--- config.mk ---
export PLATFORM = sky130hd
export DESIGN_NAME = fbha_slot_ram
export DESIGN_NICKNAME = d
export VERILOG_FILES = /design/src/hdl/fbha_pkg.sv /design/src/hdl/fbha_slot_ram.sv
export SDC_FILE = /design/constraint.sdc
export NUM_CORES = 2
export LEC_CHECK = 0
export BUFFER_PORTS_ARGS = -buffer_cell sky130_fd_sc_hd__buf_2
export CAP_MARGIN = 20
export CORE_MARGIN = 4
export CORE_UTILIZATION = 30
export CTS_BUF_LIST = sky130_fd_sc_hd__clkbuf_4 sky130_fd_sc_hd__clkbuf_8
export DETAILED_ROUTE_END_ITERATION = 10
export PLACE_DENSITY = 0.52
export SKIP_CTS_REPAIR_TIMING = 1
export SYNTH_ARGS = -nofsm -noshare
export SYNTH_HDL_FRONTEND = slang
export SYNTH_SLANG_ARGS = --single-unit
--- constraint.sdc ---
create_clock -name clk -period 6.65 [get_ports clk]
set_clock_uncertainty 0.05 [all_clocks]
set_input_delay 0.3325 -clock clk [delete_from_list [all_inputs] [get_ports clk]]
set_output_delay 0.3325 -clock clk [all_outputs]
set_load 0.02 [all_outputs]
--- src/hdl/fbha_pkg.sv ---
// ----------------------------------------------------------------------------
// fbha_pkg
// Shared types and codes for the free block heap allocator.
// ----------------------------------------------------------------------------
package fbha_pkg;

    localparam logic [1:0] ST_OK       = 2'd0;
    localparam logic [1:0] ST_NO_FIT   = 2'd1;
    localparam logic [1:0] ST_FULL     = 2'd2;
    localparam logic [1:0] ST_ZERO     = 2'd3;

    localparam logic FUNC_ALLOC = 1'b0;
    localparam logic FUNC_FREE  = 1'b1;

    localparam logic CFG_MIN_BLOCK = 1'b0;
    localparam logic CFG_HEADER    = 1'b1;

    localparam logic [15:0] MIN_BLOCK_RESET = 16'd256;
    localparam logic [7:0]  HEADER_RESET    = 8'd16;

    typedef struct packed {
        logic        func;
        logic [31:0] byte_count;
        logic [31:0] user_addr;
    } req_t;

    typedef struct packed {
        logic [1:0]  status;
        logic [31:0] granted_addr;
        logic [31:0] granted_size;
        logic [6:0]  free_count;
    } rsp_t;

    typedef struct packed {
        logic [31:0] size;
        logic [31:0] hdr;
    } slot_t;

endpackage

--- src/hdl/fbha_slot_ram.sv ---
// ----------------------------------------------------------------------------
// fbha_slot_ram
// Simple dual port slot store: one write and one registered read per cycle.
// ----------------------------------------------------------------------------
module fbha_slot_ram #(
    parameter int DEPTH = 64,
    parameter int AW    = 6
) (
    input  logic            clk,
    input  logic            we,
    input  logic [AW-1:0]   waddr,
    input  fbha_pkg::slot_t wdata,
    input  logic [AW-1:0]   raddr,
    output fbha_pkg::slot_t rdata
);

    fbha_pkg::slot_t mem [DEPTH];

    always_ff @(posedge clk)
    begin
        if (we)
        begin
            mem[waddr] <= wdata;
        end
        rdata <= mem[raddr];
    end

endmodule
# Yosys cells after proc, flatten, opt, wreduce, memory -nomap -nowiden
# Memory sizes are Yosys's and may differ from the RTL's. A register that Yosys moved wholly into a read port is not among the register bits.
# Cells that the tools add are included.
[word_totals] reg_bits=0 mem_bits_rw=4096 inputBits=78 output_inout_bits=64 word_cells=3 n_memories=1
[op_classes] muxes=2
[memory_table] memory="mem" depth=64 width=64 read_ports=1 rd_clocked_by_memory_dff=1 write_ports=1 line="fbha_slot_ram.sv:17" text="fbha_pkg::slot_t mem [DEPTH];"
[op_table] op="$mux W1" n=2

# Depth between registers and ports, before layout
[depth] ltp_word=2 depth_mapped=9 depth_no_buf=5

# Least setup slack after synthesis
# OpenSTA, ideal clock, no wires.
[synth_path] path_type="in2reg" from="input waddr[3]" to="memory mem[48][0] (netlist name), enable pin" setup_ps=564 t_arrival_ps=5204 required_ps=6036 setup_slack_ps=832 path_stages=4 n_path_buf=1 cell_sequence="clkbuf_1 > nor2b_1 > nand4b_1 > nor3_1"
[synth_lines] element="from (decl)" line="fbha_slot_ram.sv:11" text="input logic [AW-1:0] waddr,"
[synth_lines] element="to (decl)" line="fbha_slot_ram.sv:17"
# No word-level cell before the write port.

# Worst setup path after layout
[layout_path] from="input waddr[5]" to="memory mem[58][45] (netlist name), enable pin"
# No word-level cell before the write port.

==> out/results.txt <==
Die width - 729.9 um
Hold EP - mem[57][13]$_DFFE_PP_
RD Place Congestion - 0.7711
CTS Buffer Depth - 4
Synth Instances - 6598
Status - completed
Vias per cell - 5.151
Seq/Total Area, Yosys - 79.49%
Die Area - 532800 um2
Starting density of the core - 30.17%
RSZ-0062 raised after global routing - no
Synthesized Nets - 6676
Min-Delay Path Depth - 2
Area occupied by multi-input gates - 30790 um2
IO Count - 142
Largest net degree at the start of global routing - 108
Register area - 124300 um2
Slew Limit Fails - 0
#FFs+latches synth - 4160
Power, Total - 53.56 mW
Max VDD drop - 0.2214 mV
R2R depth - 5
Clk_lat worst skew - 1.22 ns
Area Overhead vs Synth - 16.05%
Worst r2r src - mem[43][0]$_DFFE_PP_
Actual slew at the worst max-slew pin - 1.129 ns
Critical Path AT - 3.95 ns
Initial DRC Count - 9073
Fin nets - 7473
Fin crit share - 48.62%
Library cells used by synthesis - 33
Synthesized area - 156300 um2
PwrDens - 295.2 nW/um2
Synth warn - 0
Critical Path Fanout Max - 33
CP Data Required Time - 7.37 ns
IO Port Bufs - 141
Share of post-route cells with drive strength above 1 - 32.59%
Worst Hold Class - in -> reg
Worst R2R End - rdata[0]$_DFF_P_
Routed len/inst - 31.59 um
First-pass GRT wire length - 644900 um
TritonCTS Buffers - 661
Max-Cap Viols - 0
Worst slew margin - 24.75%
# setup viols final - 0
Std cell rows - 264
Final ANT Viol Nets - 0
Post-DP HPWL - 255900 um
Clock Root Buffer - clkbuf_8
Startpoint Class - input port
H-tree depth - 6
Vias in the first global route - 78530
Core area - 518300 um2
Total GRT Usage - 17.23%
Final min period - 3.233 ns
Crit. End Element - flip-flop
Type of the worst setup path - in -> reg
Clock sinks - 4160
DRT Pass-1 Iters - 5
Clk slew on worst S/H paths - 0.06 ns
Setup TNS - 0 ns
CTS tree - done
Mean Syn Cell Area - 23.70 um2
Leakage - 56.10 nW
Initial antenna violation count - 66
DR DRC count - 0
Achievable Freq - 0.3093 GHz
Hold Crit Start - wdata[13]
Filler cell count - 47750
Die Ht - 729.9 um
GRT overflow - 0
Via count - 76510
Final hold vios - 0
Reg-to-reg slack, setup - 4.23 ns
Final wirelength - 469200 um
layout make-up:
cell class              count  share of cell area (%)
flip-flops and latches   4160                   68.50
multi-input cells        2049                   16.97
clock buffers             920                   6.172
well taps                6916                   4.769
repair buffers            504                   2.565
clock inverters           271                  0.9702
inverters                  19                 0.03931
diodes                     15                 0.02069
metrics by stage:
stage	setup slack [ns]	std cells	cell area [um2]	utilization, %	hold WS [ns]
floorplan	0.8315	6598	156300	-	0.3814
finish	3.417	14850	181400	35.01	0.05479
global placement	2.549	13510	166600	32.15	0.7085
detailed placement	2.553	13520	166800	32.18	0.7007
CTS	3.796	14710	179700	34.68	-0.6639
global route	3.389	14850	181400	35.00	0.003223
worst max path at each step:
stage | from | slack, ns | to
2_1_floorplan | waddr[3] | 0.83 | mem[48][0]$_DFFE_PP_
3_3_place_gp | raddr[2] | 2.55 | rdata[54]$_DFF_P_
3_5_place_dp | raddr[2] | 2.55 | rdata[54]$_DFF_P_
4_1_cts | rdata[17]$_DFF_P_ | 3.80 | rdata[17]
5_1_grt | we | 3.39 | mem[38][4]$_DFFE_PP_
6_report | waddr[5] | 3.42 | mem[58][45]$_DFFE_PP_
placed cells by master (no fill, tap or decap), types with 15 or more instances in the layout:
master	instances
buf_2	138
a31oi_1	18
mux2i_1	135
diode_2	15
nor2b_1	24
inv_1	19
a22oi_1	168
or3_1	29
clkinv_2	55
or2_2	28
clkbuf_4	234
buf_12	71
nor2_1	47
o221ai_1	38
clkinv_1	153
nand3_1	45
a22o_1	88
a41oi_1	26
a211oi_1	62
clkbuf_8	686
mux4_2	1024
nand2_1	54
a2bb2oi_1	19
nor2_4	65
dlygate4sd3_1	93
and3_1	64
dfxtp_1	64
buf_4	196
o22ai_1	83
edfxtp_1	4096
cell usage after synthesis:
| master | number | area share [%] |
|---|---|---|
| nand4_1 | 2 | 0.0080 |
| a31oi_1 | 18 | 0.072 |
| and3_1 | 64 | 0.26 |
| nand3_1 | 45 | 0.14 |
| or2_2 | 28 | 0.11 |
| edfxtp_1 | 4096 | 79 |
| a2bb2oi_1 | 19 | 0.11 |
| mux2i_1 | 135 | 0.86 |
| buf_2 | 170 | 0.54 |
| o22ai_1 | 83 | 0.33 |
| dfxtp_1 | 64 | 0.82 |
| nor2b_1 | 28 | 0.11 |
| nor3_1 | 2 | 0.0064 |
| a31o_1 | 1 | 0.0056 |
| nand2b_1 | 11 | 0.044 |
| a41oi_1 | 26 | 0.15 |
| nor2_1 | 112 | 0.27 |
| mux4_2 | 1024 | 15 |
| nand3b_1 | 2 | 0.0096 |
| clkbuf_1 | 140 | 0.34 |
| inv_1 | 19 | 0.046 |
| or3b_2 | 1 | 0.0056 |
| buf_4 | 34 | 0.16 |
| a211oi_1 | 63 | 0.30 |
| a22o_1 | 88 | 0.49 |
| and2_1 | 3 | 0.012 |
| buf_1 | 20 | 0.048 |
| a22oi_1 | 168 | 0.81 |
| buf_6 | 6 | 0.043 |
| nand2_1 | 58 | 0.14 |
| o221ai_1 | 38 | 0.21 |
| nand4b_1 | 1 | 0.0056 |
| or3_1 | 29 | 0.12 |
flip-flops by register name (all words and copies together), names as in the netlist:
name   count
mem     4096
rdata     64
logic make-up after synthesis:
| logic type | after synthesis | share of synthesized area (%) |
|---|---|---|
| DFF | 4160 | 79.49 |
| and+or+nand+nor | 386 | 1.240 |
| muxes | 1159 | 15.61 |
| AOI/OAI and AO/OA | 504 | 2.477 |
| buffers and inverters | 389 | 1.180 |
report_power, final:
part	switching, mW	total, mW	internal [mW]
clock network	10.3	21.7	11.4
registers	0.145	29.2	29.0
logic	1.73	2.72	0.985
total	12.2	53.6	41.4
worst max-delay path: stages:
cell and delay, ns:
dlygate4sd3_1 0.66, buf_2 0.23, nand3_1 0.71, nor2_4 1.14, buf_4 0.81
routing by layer:
layer	vias up	track usage (%)	part of all wire, %
li1	30240	-	-
met1	42370	23.71	42
met2	3217	28.30	49
met3	672	3.033	7.2
met4	10	4.492	2.4
met5	-	0	0.012
Note: power is estimated with default switching activity, not from simulation.
